$ cat config.mk
export PLATFORM = sky130hd
export DESIGN_NAME = lfh_heat_ram
export DESIGN_NICKNAME = d
export VERILOG_FILES = /design/src/design/led_fire_heat_update_assert.svh /design/src/design/lfh_pkg.sv /design/src/design/lfh_heat_ram.sv
export SDC_FILE = /design/constraint.sdc
export NUM_CORES = 2
export LEC_CHECK = 0
export BUFFER_PORTS_ARGS = -buffer_cell sky130_fd_sc_hd__buf_4
export CELL_PAD_IN_SITES_DETAIL_PLACEMENT = 0
export CELL_PAD_IN_SITES_GLOBAL_PLACEMENT = 1
export CORE_MARGIN = 1.5
export CORE_UTILIZATION = 63
export CTS_BUF_LIST = sky130_fd_sc_hd__clkbuf_8
export DETAILED_ROUTE_END_ITERATION = 16
export PLACE_DENSITY_LB_ADDON = 0.1
export SYNTH_ARGS = -nofsm -noshare
export SYNTH_HDL_FRONTEND = slang
export SYNTH_SLANG_ARGS = --single-unit
$ cat constraint.sdc
create_clock -name clk -period 3.7 [get_ports clk]
set_input_delay 0.37 -clock clk [delete_from_list [all_inputs] [get_ports clk]]
set_output_delay 0.37 -clock clk [all_outputs]
set_load 0.01 [all_outputs]
$ cat src/design/led_fire_heat_update_assert.svh
// ----------------------------------------------------------------------------
// led_fire_heat_update_assert.svh
// Assertion macros used by the fire heat update top-level design file.
// ----------------------------------------------------------------------------
`ifndef LED_FIRE_HEAT_UPDATE_ASSERT_SVH
`define LED_FIRE_HEAT_UPDATE_ASSERT_SVH
`ifndef SYNTHESIS
// Same-cycle property, checked outside reset
`define LFH_ASSERT(lbl, clk, rst_n, prop, msg) \
    lbl: assert property (@(posedge clk) disable iff (!rst_n) prop) else $error(msg);
// Antecedent this cycle, consequent on the next cycle
`define LFH_ASSERT_NEXT(lbl, clk, rst_n, ante, cons, msg) \
    lbl: assert property (@(posedge clk) disable iff (!rst_n) ante |=> cons) else $error(msg);
`else
`define LFH_ASSERT(lbl, clk, rst_n, prop, msg)
`define LFH_ASSERT_NEXT(lbl, clk, rst_n, ante, cons, msg)
`endif
`endif

$ cat src/design/lfh_pkg.sv
// ----------------------------------------------------------------------------
// lfh_pkg
// Widths, register indexes and arithmetic constants of the fire heat update.
// ----------------------------------------------------------------------------
package lfh_pkg;

    // Field widths
    localparam int HEAT_W     = 8;
    localparam int RAND_W     = 8;
    localparam int CFG_DATA_W = 10;
    localparam int CFG_IDX_W  = 2;
    localparam int COOL_W     = 6;
    localparam int NUM_W      = 10;
    localparam int OUT_IDX_W  = 9;

    typedef logic [HEAT_W-1:0] heat_t;

    // Configuration register indexes
    localparam logic [CFG_IDX_W-1:0] CFG_SEGMENT_LENGTH    = 2'd0;
    localparam logic [CFG_IDX_W-1:0] CFG_SPARK_THRESHOLD   = 2'd1;
    localparam logic [CFG_IDX_W-1:0] CFG_COOLING_INTENSITY = 2'd2;

    // Configuration reset values
    localparam logic [CFG_DATA_W-1:0] SEGMENT_LENGTH_RST    = 10'd300;
    localparam logic [HEAT_W-1:0]     SPARK_THRESHOLD_RST   = 8'd120;
    localparam logic [HEAT_W-1:0]     COOLING_INTENSITY_RST = 8'd55;

    // Cooling: intensity of zero falls back to this value
    localparam logic [COOL_W-1:0] COOL_DEFAULT = 6'd55;
    localparam logic [3:0]        COOL_SCALE   = 4'd10;
    localparam logic [1:0]        BOUND_BIAS   = 2'd2;
    localparam logic [HEAT_W-1:0] BOUND_MAX    = 8'd255;
    localparam logic [HEAT_W-1:0] HEAT_MAX     = 8'd255;

    // Spark placement and heat
    localparam logic [2:0]        SPARK_SPAN  = 3'd7;
    localparam logic [HEAT_W-1:0] SPARK_BASE  = 8'd160;
    localparam logic [6:0]        SPARK_RANGE = 7'd95;

    // Divide by three: x * 683 >> 11, exact for x below 2048
    localparam logic [9:0] DRIFT_RECIP = 10'd683;
    localparam int         DRIFT_SHIFT = 11;

    // Palette scale
    localparam logic [HEAT_W-1:0] COLOR_SCALE = 8'd241;

endpackage

$ cat src/design/lfh_heat_ram.sv
// ----------------------------------------------------------------------------
// lfh_heat_ram
// Heat store: one write port, one registered read port, old data on a
// read of the address being written.
// ----------------------------------------------------------------------------
module lfh_heat_ram
    import lfh_pkg::*;
#(
    parameter int DEPTH  = 512,
    parameter int ADDR_W = 9
)
(
    input  logic              clk,
    input  logic              rd_en,
    input  logic [ADDR_W-1:0] rd_addr,
    output heat_t             rd_data,
    input  logic              wr_en,
    input  logic [ADDR_W-1:0] wr_addr,
    input  heat_t             wr_data
);

    heat_t mem [DEPTH];
    heat_t rd_data_reg;

    // Storage array
    always_ff @(posedge clk)
    begin
        if (wr_en)
        begin
            mem[wr_addr] <= wr_data;
        end
        if (rd_en)
        begin
            rd_data_reg <= mem[rd_addr];
        end
    end

    assign rd_data = rd_data_reg;

endmodule

## Word level (Yosys, flattened, before mapping)

Memories as Yosys holds them, arrays and structs flattened. A register that Yosys moved wholly into a read port is not among the register bits.
Cells that the tools add are included.

| storage, ports and cells | value |
|---|---|
| memories kept | 1 |
| memory bits (writable) | 4,096 |
| logic and storage cells | 3 |
| register bits | 0 |
| bits of input ports | 29 |

Memories:

| name | depth | bits a word | read ports | clocked after Yosys merged registers in | write ports | line | RTL |
|---|---|---|---|---|---|---|---|
| mem | 512 | 8 | 1 | 1 | 1 | lfh_heat_ram.sv:22 | `heat_t mem [DEPTH];` |

| cells by class | value |
|---|---|
| multiplexer cells | 2 |

Operators by type and width:

| cell | number |
|---|---|
| $mux 1 | 2 |

## Depth between registers and ports, before layout

| logic depth | value |
|---|---|
| depth in word-level cells | 2 |
| depth in mapped cells | 12 |

## Worst setup path after synthesis

Ideal clock, no wire load.

| path | value |
|---|---|
| kind | input to register |
| start point | in rd_addr[0] |
| end point | reg rd_data_reg[0] (netlist: rd_data[0]) (read register of mem) (data pin) |
| cell stages on the path | 10 |
| setup time | 0.257 ns |
| slack | 1.219 ns |
| arrival | 2.224 ns |
| required time | 3.443 ns |
| path buffers | 4 |
| cell sequence | buf_4 buf_12 buf_12 buf_2 mux4_2 o21ai_0 nand3_1 nand4_1 o21ai_0 o2111a_1 |

RTL lines:

| element | line | RTL |
|---|---|---|
| start, declared | lfh_heat_ram.sv:15 | `input logic [ADDR_W-1:0] rd_addr,` |
| end, declared | lfh_heat_ram.sv:23 | `heat_t rd_data_reg;` |

==> flow_summary_export.csv <==
group,metric,value,unit
sta,setup_violations,0,
sta,timing.final.crit_share,0.9096,
synth,yosysTopAreaCell,"edfxtp_1",
floorplan,ioPinCount,37,
setup_path,critical_path_required,4670,ps
floorplan,die_y,507.0,um
power_and_ir_drop,peakVddDrop,0.4583,mV
finish,final_util,0.7128,
clock_tree,cts_tree,"built",
synth,yosysWarnings,0,
detailed_routing,first_pass_iters,6,
sta,max-slew-margin-rel,0.04800,
clock_tree,cts_root_buf,"clkbuf_8",
synth,yosysMostFrequentCell,"edfxtp_1",
placement,post_dp_cell_area,168200,um2
min_path,hold_class,"primary input to flop",
sta,rsz0062_at_grt,"no",
detailed_routing,dr.first_iter.drc_count,11300,
power_and_ir_drop,p_leak,58.80,nW
sta,clock_skew,78.62,ps
synth,synth_nets,8059,
outcome,status,"complete, no violations",
global_route,track_usage,0.3237,
floorplan,dieArea,257000,um2
global_route,grt_max_degree,123,
power_and_ir_drop,power.density,502.9,nW/um2
setup_path,critical_path.max_fanout,2,
global_route,grt_pass1_vias,84600,
clock_tree,clk_pin_slew,60,ps
sta,timing_hold_violations_final,0,
floorplan,core-area,251900,um2
clock_tree,cts-buffers-inserted,643,
synth,synth_top_flop_cell,"edfxtp_1",
clock_tree,postCtsSetupBuffers,0,
finish,drive_above_1_share,0.2279,
synth,synth-seq-cells,4104,
setup_path,path_class,"flop to flop",
clock_tree,clock_latency,1170,ps
clock_tree,htreeDepth,6,
detailed_routing,antenna_left,0,
clock_tree,cts_num_sinks,4104,
synth,yosys-top-cells-area,"edfxtp_1 77%, mux4_2 9.2%, mux2i_1 5.0%, o221ai_1 2.0%, nor2_1 1.4%",
synth,postSynthCellCount,8030,
detailed_routing,vias_per_cell,6.713,
finish,design_area,179500,um2
synth,syn_area,160000,um2
job,drv_cap,0,
synth,ys_types,50,
finish,area_growth_syn_to_layout,12.20,%
synth,synth_edf_count,4104,
global_route,grt_pass1_wl,594.0,mm
floorplan,start_util,0.6353,
setup_path,endpoint_kind,"flop",
sta,report.final.slew_viol_count,0,
setup_path,worst_ep_arrival_time,4340,ps
global_route,grt_antenna_before_repair,18,
synth,netlist_top_cells_count,"4104 x edfxtp_1, 797 x mux2i_1, 654 x mux4_2",
synth,syn_avg_cell_area,19.93,um2
placement,port_buffers,36,
detailed_routing,drt_wl_total,412.9,mm
sta,max_freq,297.1,MHz
sta,finalCriticalPeriod,3365,ps
synth,yosys.area.top_type_share,0.7702,
finish,layout.nets,8885,
synth,synth_seq_area_share,0.7702,
placement,dp_hpwl,256.7,mm
floorplan,chipWidth,507.0,um
sta,worst_slew_pin_slew,1428,ps
placement,place.gp.congestion,0.9141,
finish,largest_reg_flops,4096,
floorplan,rows,184,
global_route,grt_remaining_overflow,0,
synth,async_reset_ff_frac,0,
clock_tree,clk_path_buf_depth,4,
detailed_routing,vias,85220,
setup_path,startpoint_type,"flop",
detailed_routing,drc_errors,0,
detailed_routing,wl_per_cell,32.53,um
## final cells by class
cell class | instances | area (um2)
Fill cell | 15280 | 72330
Tap cell | 3348 | 4189
Multi-Input combinational cell | 3410 | 33990
Clock buffer | 651 | 8960
Inverter | 3 | 18.77
Antenna cell | 9 | 22.52
Clock inverter | 476 | 2293
Sequential cell | 4104 | 123200
Timing Repair Buffer | 694 | 6820
## per-stage QoR
stage               hold WS (ps)  power [W]  instances  setup slack, ps  setup TNS, ps
floorplan                  468.9    0.05466       8030             1219              0
finish                     136.6    0.09028      12700            334.6              0
global placement           784.2    0.05699      11550           -506.4          -1719
CTS                        23.78    0.09060      12690            556.6              0
global route               73.33    0.09280      12690            399.5              0
detailed placement         778.5    0.05708      11550           -446.3          -1636
## power breakdown
group	total (W)	switching (W)	internal, W
registers	0.0513	0.0000455	0.0512
logic	0.00488	0.00320	0.00168
clock network	0.0341	0.0172	0.0169
## layout by cell type, fill, tap and decap left out, types with 32 or more instances in the layout
master | Yosys | routed
a21oi_1 | 194 | 194
a22oi_1 | 61 | 61
buf_12 | 5 | 119
buf_4 | 70 | 554
clkbuf_8 | 0 | 651
clkinv_1 | 0 | 183
clkinv_2 | 0 | 58
edfxtp_1 | 4104 | 4104
inv_1 | 2 | 192
mux2i_1 | 797 | 797
mux4_2 | 654 | 654
nand2_1 | 111 | 98
nand3_1 | 36 | 32
nand4_1 | 32 | 32
nor2_1 | 597 | 596
nor3_1 | 109 | 108
nor4_1 | 36 | 35
o21ai_0 | 118 | 118
o221ai_1 | 371 | 371
o22ai_1 | 163 | 163
## kinds of logic (layout without fill, tap and decap cells)
kind of cell    after synthesis  count (layout)  share of synthesized area
compound gates              979             979                    0.04311
buf+inv                     516            1824                    0.01848
flops                      4104            4104                     0.7702
mux                        1451            1451                     0.1419
other cells                   0               9                          0
simple gates                980             980                    0.02630
## worst paths after layout
kind                    start          end  slack (ps)  cells past startpoint
hold reg to reg   mem[296][7]   rd_data[7]        1290                      6
setup / recovery   mem[57][3]   rd_data[3]         330                      8
hold / removal     wr_addr[1]  mem[407][0]         140                      3
setup reg to reg   mem[57][3]   rd_data[3]         330                      8
## worst max-delay path: stages (launching register included)
cell and delay [ps]:
edfxtp_1 330, mux2i_1 90, o221ai_1 460, a21oi_1 270, nor4_1 980, nand4_1 380, nor4_1 370, buf_4 170
o2111a_1 170
## routing by layer
layer  global-route usage  vias up  wire length (um)
met1               0.4744    44270            159900
li1                     -    35200                 -
met3              0.05840      725             42350
met4               0.1156        6             14680
met2               0.4987     5021            196000
met5                    0        -                30
## repair_timing
item	CTS	global route
endpoints found under the hold margin	783	0
resized for setup	0	0
hold buffers	9	0
Power figures use the tool's default switching activity.
