<file path="src/design/led_fire_heat_update_assert.svh">
// ----------------------------------------------------------------------------
// led_fire_heat_update_assert.svh
// Assertion macros used by the fire heat update top-level design file.
// ----------------------------------------------------------------------------
`ifndef LED_FIRE_HEAT_UPDATE_ASSERT_SVH
`define LED_FIRE_HEAT_UPDATE_ASSERT_SVH
`ifndef SYNTHESIS
// Same-cycle property, checked outside reset
`define LFH_ASSERT(lbl, clk, rst_n, prop, msg) \
    lbl: assert property (@(posedge clk) disable iff (!rst_n) prop) else $error(msg);
// Antecedent this cycle, consequent on the next cycle
`define LFH_ASSERT_NEXT(lbl, clk, rst_n, ante, cons, msg) \
    lbl: assert property (@(posedge clk) disable iff (!rst_n) ante |=> cons) else $error(msg);
`else
`define LFH_ASSERT(lbl, clk, rst_n, prop, msg)
`define LFH_ASSERT_NEXT(lbl, clk, rst_n, ante, cons, msg)
`endif
`endif

</file>
<file path="src/design/lfh_pkg.sv">
// ----------------------------------------------------------------------------
// lfh_pkg
// Widths, register indexes and arithmetic constants of the fire heat update.
// ----------------------------------------------------------------------------
package lfh_pkg;

    // Field widths
    localparam int HEAT_W     = 8;
    localparam int RAND_W     = 8;
    localparam int CFG_DATA_W = 10;
    localparam int CFG_IDX_W  = 2;
    localparam int COOL_W     = 6;
    localparam int NUM_W      = 10;
    localparam int OUT_IDX_W  = 9;

    typedef logic [HEAT_W-1:0] heat_t;

    // Configuration register indexes
    localparam logic [CFG_IDX_W-1:0] CFG_SEGMENT_LENGTH    = 2'd0;
    localparam logic [CFG_IDX_W-1:0] CFG_SPARK_THRESHOLD   = 2'd1;
    localparam logic [CFG_IDX_W-1:0] CFG_COOLING_INTENSITY = 2'd2;

    // Configuration reset values
    localparam logic [CFG_DATA_W-1:0] SEGMENT_LENGTH_RST    = 10'd300;
    localparam logic [HEAT_W-1:0]     SPARK_THRESHOLD_RST   = 8'd120;
    localparam logic [HEAT_W-1:0]     COOLING_INTENSITY_RST = 8'd55;

    // Cooling: intensity of zero falls back to this value
    localparam logic [COOL_W-1:0] COOL_DEFAULT = 6'd55;
    localparam logic [3:0]        COOL_SCALE   = 4'd10;
    localparam logic [1:0]        BOUND_BIAS   = 2'd2;
    localparam logic [HEAT_W-1:0] BOUND_MAX    = 8'd255;
    localparam logic [HEAT_W-1:0] HEAT_MAX     = 8'd255;

    // Spark placement and heat
    localparam logic [2:0]        SPARK_SPAN  = 3'd7;
    localparam logic [HEAT_W-1:0] SPARK_BASE  = 8'd160;
    localparam logic [6:0]        SPARK_RANGE = 7'd95;

    // Divide by three: x * 683 >> 11, exact for x below 2048
    localparam logic [9:0] DRIFT_RECIP = 10'd683;
    localparam int         DRIFT_SHIFT = 11;

    // Palette scale
    localparam logic [HEAT_W-1:0] COLOR_SCALE = 8'd241;

endpackage

</file>
<file path="src/design/lfh_bound_div.sv">
// ----------------------------------------------------------------------------
// lfh_bound_div
// Cooling bound: min(255, numer / divisor + 2), restoring division one
// quotient bit per cycle.
// ----------------------------------------------------------------------------
module lfh_bound_div
    import lfh_pkg::*;
#(
    parameter int LEN_W = 10
)
(
    input  logic             clk,
    input  logic             rst_n,
    input  logic             start,
    input  logic [NUM_W-1:0] numer,
    input  logic [LEN_W-1:0] divisor,
    output logic             busy,
    output heat_t            bound
);

    localparam int CNT_W = $clog2(NUM_W + 1);

    logic             busy_reg;
    logic [CNT_W-1:0] cnt_reg;
    logic [NUM_W-1:0] num_reg;
    logic [LEN_W-1:0] den_reg;
    logic [LEN_W-1:0] rem_reg;
    logic [NUM_W-1:0] quot_reg;
    heat_t            bound_reg;

    logic [LEN_W:0]   trial;
    logic             take;
    logic [LEN_W-1:0] rem_next;
    logic [NUM_W-1:0] quot_next;
    logic [NUM_W:0]   sum;
    heat_t            bound_next;
    logic             last_step;

    // One restoring step
    always_comb
    begin
        trial     = {rem_reg, num_reg[NUM_W-1]};
        take      = (trial >= {1'b0, den_reg});
        rem_next  = take ? LEN_W'(trial - {1'b0, den_reg}) : LEN_W'(trial);
        quot_next = {quot_reg[NUM_W-2:0], take};
        sum       = (NUM_W+1)'(quot_next) + (NUM_W+1)'(BOUND_BIAS);
        bound_next = (sum > (NUM_W+1)'(BOUND_MAX)) ? BOUND_MAX : sum[HEAT_W-1:0];
        last_step = (cnt_reg == CNT_W'(NUM_W - 1));
    end

    // Control
    always_ff @(posedge clk or negedge rst_n)
    begin
        if (!rst_n)
        begin
            busy_reg <= 1'b0;
            cnt_reg  <= '0;
        end
        else if (start)
        begin
            busy_reg <= 1'b1;
            cnt_reg  <= '0;
        end
        else if (busy_reg)
        begin
            cnt_reg <= cnt_reg + 1'b1;
            if (last_step)
            begin
                busy_reg <= 1'b0;
            end
        end
    end

    // Datapath
    always_ff @(posedge clk)
    begin
        if (start)
        begin
            num_reg  <= numer;
            den_reg  <= divisor;
            rem_reg  <= '0;
            quot_reg <= '0;
        end
        else if (busy_reg)
        begin
            num_reg  <= {num_reg[NUM_W-2:0], 1'b0};
            rem_reg  <= rem_next;
            quot_reg <= quot_next;
            if (last_step)
            begin
                bound_reg <= bound_next;
            end
        end
    end

    assign busy  = busy_reg;
    assign bound = bound_reg;

endmodule

</file>
<file path="config.mk">
export PLATFORM = sky130hd
export DESIGN_NAME = lfh_bound_div
export DESIGN_NICKNAME = d
export VERILOG_FILES = /design/src/design/led_fire_heat_update_assert.svh /design/src/design/lfh_pkg.sv /design/src/design/lfh_bound_div.sv
export SDC_FILE = /design/constraint.sdc
export NUM_CORES = 1
export LEC_CHECK = 0
export BUFFER_PORTS_ARGS = -buffer_cell sky130_fd_sc_hd__buf_2
export CORE_MARGIN = 2
export CORE_UTILIZATION = 24
export DETAILED_ROUTE_END_ITERATION = 10
export PLACE_DENSITY_LB_ADDON = 0.1
export RECOVER_POWER = 50
export SLEW_MARGIN = 20
export SYNTH_ARGS = -nofsm -noshare
export SYNTH_HDL_FRONTEND = slang
export SYNTH_SLANG_ARGS = --single-unit
</file>
<file path="constraint.sdc">
create_clock -name clk -period 3 [get_ports clk]
set_input_delay 0.45 -clock clk [delete_from_list [all_inputs] [get_ports clk]]
set_output_delay 0.45 -clock clk [all_outputs]
set_load 0.1 [all_outputs]
</file>
# Word-level counts from Yosys, hierarchy flattened
# Index checks and enable logic that the tools add are counted.
# totals
reg_bits	52
elab_cells	24
out_inout_bits	9
input_bits	23
# classes
magnitude_cmp	2
eq_ne	1
n_reduce_logical	2
n_bitwise	1
addsub	3
mux	8
# ops
operator	count
$mux 10	3
$add 10x2->11 const B	1
$ge 11x10->1	1
$gt 11x8->1 const B	1
$sub 10x10->10	1
$mux 4	2
$add 4x1->4 const B	1
$eq 4x4->1 const B	1
$mux 1	3
$reduce_and 3->1	1
$reduce_bool 2->1	1
$not 1->1	1

# Logic depth before layout (Yosys ltp)
# Gate-level depths: netlist of the first run.
# depth
ltp_word	4
ltp_mapped	10
mapped_depth_nobuf	9

# Worst setup path before layout of the first run
# No wires, ideal clock.
# synth_timing
kind	flip-flop to flip-flop
start	reg den_reg[3]
end	reg bound_reg[1] (netlist: bound[1]), data pin
required_time_ns	2.824
stages_incl_launch_ff	10
arrival_ns	1.951
path_buffers	2
setup_slack_ns	0.873
setup_time_ns	0.176
period_less_slack_ns	2.127
path_cell_list	edfxtp_1 -> inv_1 -> ha_1 -> and3_1 -> o21ai_2 -> a2111o_1 -> and3_1 -> buf_6 -> buf_6 -> o311ai_2
# synth_between
elab_chain_cells	3
# synth_lines
item	line_no	rtl
start: declaration	lfh_bound_div.sv:26	logic [LEN_W-1:0] den_reg;
start signal: assignment	lfh_bound_div.sv:80	den_reg <= divisor;
$ge 11x10->1 (*)	lfh_bound_div.sv:43	take = (trial >= {1'b0, den_reg});
$add 10x2->11 (*)	lfh_bound_div.sv:46	sum = (NUM_W+1)'(quot_next) + (NUM_W+1)'(BOUND_BIAS);
$gt 11x8->1	lfh_bound_div.sv:47	bound_next = (sum > (NUM_W+1)'(BOUND_MAX)) ? BOUND_MAX : sum[HEAT_W-1:0];
end signal: assignment	lfh_bound_div.sv:91	bound_reg <= bound_next;
end: declaration	lfh_bound_div.sv:29	heat_t bound_reg;
# Every way passes the cells marked *; elsewhere a longest branch is shown, timed or not.
# A chain may end at the register's enable or synchronous reset.

# Worst setup path in the final report of the first run
# layout_timing
start	reg den_reg[1]
end	reg rem_reg[2]
# layout_between
elab_chain_cells	2
elab_cells_between_ends	3
cone_classes	add/sub (1); order compare (1); mux (1)
# layout_lines
item	line_no	rtl
$sub 10x10->10 / $ge 11x10->1 (equally long branches)	lfh_bound_div.sv:44, lfh_bound_div.sv:43	
$mux 10 (*)	lfh_bound_div.sv:44	rem_next = take ? LEN_W'(trial - {1'b0, den_reg}) : LEN_W'(trial);
end signal: assignment	lfh_bound_div.sv:87	rem_reg <= rem_next;
end: declaration	lfh_bound_div.sv:27	logic [LEN_W-1:0] rem_reg;
# Marked as above.

==> impl_metrics.py, run 1 <==
metrics = {
    "status": {
        "status": "completed",
    },
    "drt": {
        "wl_per_cell_um": 13.0,
        "firstDrtPassIters": 4,
        "vias": 1801,
        "vias_per_cell": 4.33,
        "drc_errors": 0,
        "finalWirelength_um": 5400,
        "ant_nets": 0,
        "first_iter_violations": 63,
    },
    "synthesis": {
        "ys_seq_elements": 52,
        "syn_inst": 244,
        "yosysUniqueCellTypes": 50,
        "synthArstFlopShare": 0.0962,
        "syn_area_per_cell_um2": 11.1,
        "synth_edf_count": 28,
        "syn-num-nets": 282,
        "ys.flop_type": "edfxtp_1",
        "yosys_warnings": 0,
        "syn-cell-area_mm2": 0.00270,
        "ys_seq_area_frac": 0.498,
    },
    "critical_path": {
        "cpMaxStageDelayCell": "and3_1",
        "crit_family": "simple AND/OR/NAND/NOR gates",
        "cp.buffers_inverters": 1,
        "end_kind": "flop",
        "r2r-start": "den_reg[1]",
        "timing.rr.end": "rem_reg[2]",
        "crit_chain": "inv_1 > ha_1 > and2b_1 > o21ai_2 > a2111o_1 > and3_1 > mux2i_1 > a211oi_1",
        "critPathKind": "reg2reg",
        "r2r_setup_slack_ps": 430,
        "start_kind": "flop",
        "critPathRequiredTime_ps": 3200,
        "rr_worst_depth": 8,
        "slowest_delay_ps": 680,
        "path_max_fanout": 16,
        "worstPathArrival_ps": 2770,
    },
    "floorplanning": {
        "die_h_um": 110,
        "rows": 38,
        "die_w_um": 110,
        "core_mm2": 0.0109,
        "initial_core_util": 0.248,
        "dieArea_mm2": 0.0121,
        "io_pins": 32,
    },
    "clock_network": {
        "clkSinkCount": 52,
        "htreeDepth": 2,
        "cts_buffers": 5,
        "clock_latency_ps": 310,
        "clkSlewWorstSetupHoldPaths_ps": 100,
        "cts_tree": "done",
        "cts_buffer_depth": 2,
        "root_buffer": "clkbuf_8",
        "post_cts_resized": 0,
    },
    "place": {
        "place_congestion": 0.703,
        "placed_cells": 407,
        "hpwl_um": 3800,
        "numPortBuffers": 31,
        "dp_worst_setup_slack_ps": 473,
    },
    "pwr": {
        "power_density_mw_per_mm2": 691,
        "vdd_ir_drop_max_mv": 0.211,
        "p_leak_nw": 1.32,
        "finalPower_mw": 2.15,
    },
    "timing": {
        "rsz0062_at_grt": "no",
        "max_freq_mhz": 389,
        "setup_slack_ps": 427,
        "slew_headroom": 0.249,
        "worstMarginPinSlew_ps": 1130,
        "setup_tns_ps": 0,
        "slew_violations": 0,
        "setup_viol": 0,
        "final.min_clock_period_ps": 2570,
        "final-hold-violation-count": 0,
        "clock_skew_ps": 12.3,
        "min_period_over_period": 0.858,
    },
    "grt": {
        "grt_pass1_wl_um": 9050,
        "overflow": 0,
        "grt_util_all_layers": 0.0973,
        "grt_pass1_vias": 1792,
        "antenna_found_initial": 0,
        "grt_max_degree": 49,
    },
    "min_path": {
        "min_to": "den_reg[9]",
        "min_path_type": "in2reg",
        "holdCritStartpoint": "divisor[9]",
        "holdPathStages": 1,
    },
    "cells_and_area": {
        "syn2layout_area_growth_pct": 14.9,
        "nNetsFinal": 313,
        "fin_util": 0.285,
        "stdcell_count": 416,
        "antenna_cells": 0,
        "drive_gt1_frac": 0.210,
    },
    "run": {
        "drv_cap": 0,
    },
}
## how the worst max path moves through the flow
stage / startpoint / endpoint / slack (ps) / cells past startpoint
floorplan: den_reg[3] / bound[1] / 870 / 9
global placement: den_reg[1] / rem_reg[0] / 420 / 8
detailed placement: den_reg[1] / rem_reg[0] / 470 / 8
CTS: den_reg[1] / rem_reg[2] / 410 / 8
global route: den_reg[1] / rem_reg[3] / 160 / 8
finish: den_reg[1] / rem_reg[2] / 430 / 8
## per-layer routing
| metal | up-vias | GRT usage | share of wire |
|---|---|---|---|
| li1 | 935 | - | - |
| met1 | 830 | 0.136 | 0.52 |
| met2 | 32 | 0.149 | 0.43 |
| met3 | 4 | 0.0235 | 0.044 |
| met4 | 0 | 0.0295 | 0.011 |
| met5 | - | 0 | 0 |
## logic make-up (layout without fill, tap and decap cells)
group | after synthesis | after routing | share of synthesized area
AO/OA/AOI/OAI | 42 | 42 | 0.121
buffers and inverters | 26 | 58 | 0.0417
XOR/XNOR | 12 | 12 | 0.0389
adder cells (fa/ha/maj) | 15 | 15 | 0.0723
flip-flops | 52 | 52 | 0.498
multiplexers | 24 | 24 | 0.0968
AND/OR/NAND/NOR | 73 | 73 | 0.131
## area by class of cell
| type | instances | area, um2 |
|---|---|---|
| clock buffers | 6 | 93.8 |
| clock inverters | 2 | 12.5 |
| fillers | 1156 | 7780 |
| inverters | 16 | 60.1 |
| multi-input cells | 166 | 1240 |
| flip-flops and latches | 52 | 1350 |
| well taps | 140 | 175 |
| repair buffers | 34 | 174 |
## cell usage in the layout, fill, tap and decap left out, types with 3 or more instances in the layout
cell	Yosys	final
a211oi_1	9	9
a21oi_1	6	6
buf_2	0	28
clkbuf_1	6	3
clkbuf_8	0	5
dfrtp_1	5	5
dfxtp_1	19	19
edfxtp_1	28	28
ha_1	14	14
inv_1	16	16
mux2_2	9	9
mux2i_1	13	13
nand2_1	15	15
nand2b_1	4	4
nand3_1	4	4
nor2_1	29	29
nor2b_1	3	3
o21a_1	3	3
o21ai_0	5	5
or2_2	3	3
xnor2_1	5	5
xor2_1	7	7
## Yosys cell counts (all sizes together) (2+ instances only)
cell,n,area (um2)
xnor2,5,43.8
a21o,2,15.0
ha,14,175
and3,2,12.5
nand4b,2,17.5
or2,4,25.0
nand2,15,56.3
o21ai,7,38.8
clkbuf,6,22.5
a2111o,2,22.5
a21oi,7,38.8
o31a,2,17.5
nand4,2,12.5
o21a,3,22.5
nor2b,3,18.8
inv,16,60.1
dfxtp,19,380
nand2b,4,25.0
edfxtp,28,841
nor2,29,109
xor2,7,61.3
nand3,4,20.0
a211oi,9,67.6
o311ai,3,41.3
dfrtp,5,125
buf,4,30.0
o22ai,3,31.3
mux2,11,131
mux2i,13,130
## through the flow
stage	area, um2	hold WS [ps]
floorplan	2700	154
global placement	2990	277
detailed placement	2990	277
CTS	3110	297
global route	3100	289
finish	3100	308
## what timing repair did
action,4_1_cts,5_1_grt
buffers inserted,0,0
hold buffers,1,0
setup endpoints to repair,0,0
hold endpoints to repair,5,0
## where the power goes
group / internal [mW] / switching [mW]
clock: 0.214 / 0.243
sequential: 0.857 / 0.0894
combinational: 0.351 / 0.392
Note: power is estimated with default switching activity, not from simulation.
==> run 2, diff against run 1 <==
--- a/config.mk
+++ b/config.mk
@@ -5,6 +5,7 @@
 export SDC_FILE = /design/constraint.sdc
 export NUM_CORES = 1
 export LEC_CHECK = 0
+export ABC_AREA = 1
 export BUFFER_PORTS_ARGS = -buffer_cell sky130_fd_sc_hd__buf_2
 export CORE_MARGIN = 2
 export CORE_UTILIZATION = 24
==> run 2 against run 1 <==
  * Sequential power down 0.6%
  * Worst setup slack better by 370 ps
  * Die area up 3.0%
  * Critical path depth up 2
  * Synthesized cell count up 38%
  * Power up 19%
  * Clock skew down 4.6 ps
  * Highest routed layer unchanged
==> impl_metrics.py, run 2 <==
metrics = {
    "grt": {
        "grt_pass1_wl_um": 10600,
        "antenna_found_initial": 0,
        "overflow": 0,
        "grt_util_all_layers": 0.105,
        "grt_pass1_vias": 2224,
        "grt_max_degree": 25,
    },
    "synthesis": {
        "yosysUniqueCellTypes": 32,
        "syn-cell-area_mm2": 0.00279,
        "yosys_warnings": 0,
        "synthArstFlopShare": 0.0962,
        "synth.largest_area_cell": "edfxtp_1",
        "ys_seq_elements": 52,
        "synth_commonest_cells": "nand2_1, inv_1, edfxtp_1",
        "syn-num-nets": 374,
        "ys.flop_type": "edfxtp_1",
        "ys_top_cells_by_area": "edfxtp_1, nand2_1, dfxtp_1",
        "synth_edf_count": 28,
        "syn_inst": 336,
        "syn_area_per_cell_um2": 8.29,
        "ys_seq_area_frac": 0.483,
        "yosysMostFrequentCell": "nand2_1",
        "synth_top_cell_area_share": 0.302,
    },
    "timing": {
        "setup_tns_ps": 0,
        "setup_slack_ps": 795,
        "min_period_over_period": 0.735,
        "final.min_clock_period_ps": 2210,
        "max_freq_mhz": 453,
        "worstMarginPinSlew_ps": 1170,
        "slew_violations": 0,
        "hold_slack_ps": 336,
        "slew_headroom": 0.226,
        "final-hold-violation-count": 0,
        "setup_viol": 0,
        "rsz0062_at_grt": "no",
        "clock_skew_ps": 7.69,
    },
    "pwr": {
        "internal_power_mw": 1.63,
        "power_density_mw_per_mm2": 787,
        "finalPower_mw": 2.55,
        "pwr-share-seq": 0.370,
        "vdd_ir_drop_max_mv": 0.308,
        "combPwrFrac": 0.377,
        "p_sw_mw": 0.918,
        "p_leak_nw": 1.54,
        "clkPwrFrac": 0.254,
        "switching_share": 0.361,
    },
    "critical_path": {
        "critPathRequiredTime_ps": 3040,
        "end_kind": "flop",
        "cpMaxStageDelayCell": "ha_1",
        "start_kind": "flop",
        "path_max_fanout": 12,
        "cp.buffers_inverters": 2,
        "crit_family": "simple AND/OR/NAND/NOR gates",
        "slowest_delay_ps": 350,
        "crit_chain": "inv_1 > ha_1 > nand2_1 > inv_1 > a21oi_1 > nand2_2 > nand2_2 > nand2_4 > nand3b_2 > nand3_1",
        "worstPathArrival_ps": 2240,
        "critPathKind": "reg2reg",
    },
    "drt": {
        "wl_per_cell_um": 11.9,
        "ant_nets": 0,
        "first_iter_violations": 57,
        "vias": 2147,
        "firstDrtPassIters": 4,
        "finalWirelength_um": 6100,
        "vias_per_cell": 4.20,
        "drc_errors": 0,
    },
    "floorplanning": {
        "core_mm2": 0.0114,
        "dieArea_mm2": 0.0125,
        "initial_core_util": 0.245,
        "rows": 39,
        "io_pins": 32,
        "die_h_um": 112,
        "die_w_um": 112,
    },
    "place": {
        "placed_area_mm2": 0.00307,
        "hpwl_um": 4550,
        "place_congestion": 0.753,
        "numPortBuffers": 31,
        "dp_worst_setup_slack_ps": 439,
        "placed_cells": 502,
    },
    "clock_network": {
        "clkSinkCount": 52,
        "clock_latency_ps": 290,
        "cts_buffers": 5,
        "post_cts_resized": 0,
        "cts_tree": "done",
        "htreeDepth": 2,
        "cts_buffer_depth": 2,
        "clkSlewWorstSetupHoldPaths_ps": 70,
        "root_buffer": "clkbuf_16",
    },
    "cells_and_area": {
        "multiInputGateArea_mm2": 0.00121,
        "seqCellArea_mm2": 0.00135,
        "nNetsFinal": 405,
        "antenna_cells": 0,
        "fillCellCount": 1264,
        "layout_commonest_cell": "nand2_1",
        "syn2layout_area_growth_pct": 16.1,
        "fin_util": 0.284,
        "drive_gt1_frac": 0.109,
        "stdcell_count": 511,
        "final_cell_mix": "nand2_1, inv_1, edfxtp_1, nand3_1, buf_2",
        "design_area_mm2": 0.00323,
    },
    "run": {
        "drv_cap": 0,
    },
    "min_path": {
        "min_path_type": "in2reg",
    },
    "status": {
        "status": "completed",
    },
}
## run 2: layout make-up
cell class / instances / share of cell area
repair buffers: 33 / 0.0499
multi-input cells: 228 / 0.373
clock inverters: 2 / 0.0108
inverters: 47 / 0.0545
clock buffers: 6 / 0.0398
well taps: 143 / 0.0553
flip-flops and latches: 52 / 0.416
## run 2: path summary, 6_finish.rpt
check | slack (ps) | cells past startpoint | to | from
worst min-delay path | 340 | 1 | den_reg[8] | divisor[8]
worst max register to register | 790 | 10 | bound[6] | den_reg[6]
worst max-delay path | 790 | 10 | bound[6] | den_reg[6]
max in group asynchronous | 2230 | 2 | cnt_reg[0] | rst_n
worst min register to register | 470 | 2 | rem_reg[3] | rem_reg[3]
min in group asynchronous | 540 | 2 | cnt_reg[2] | rst_n
## run 2: worst reg2reg max path, stage by stage (launching register included)
cell	delay, ps
edfxtp_1	330
inv_1	50
ha_1	350
nand2_1	130
inv_1	50
a21oi_1	210
nand2_2	90
nand2_2	250
nand2_4	200
nand3b_2	210
nand3_1	100
## run 2: timing repair
action,4_1_cts,5_1_grt
setup buffers,0,0
endpoints found under the hold margin,5,0
hold buffers,1,0
## run 2: per-layer routing
layer / up-vias / track usage / share of wire
met4: 0 / 0.0428 / 0.018
li1: 1147 / - / -
met3: 9 / 0.0218 / 0.028
met2: 29 / 0.163 / 0.44
met1: 962 / 0.142 / 0.52
met5: - / 0 / 0
## run 2: power by group through the flow
stage | combinational [mW] | sequential (mW) | clock [mW]
floorplan | 0.791 | 0.931 | 0
global placement | 0.971 | 0.961 | 0
detailed placement | 0.965 | 0.957 | 0
CTS | 0.975 | 0.941 | 0.670
global route | 1.12 | 0.957 | 0.693
finish | 0.959 | 0.941 | 0.646
## run 2: logic make-up (layout without fill, tap and decap cells)
kind of cell,count (synthesis),in the layout,share of synthesized area
simple gates,185,185,0.300
buf+inv,56,88,0.0835
flops,52,52,0.483
compound gates,23,23,0.0471
fa+ha+maj,15,15,0.0701
xor+xnor,5,5,0.0157
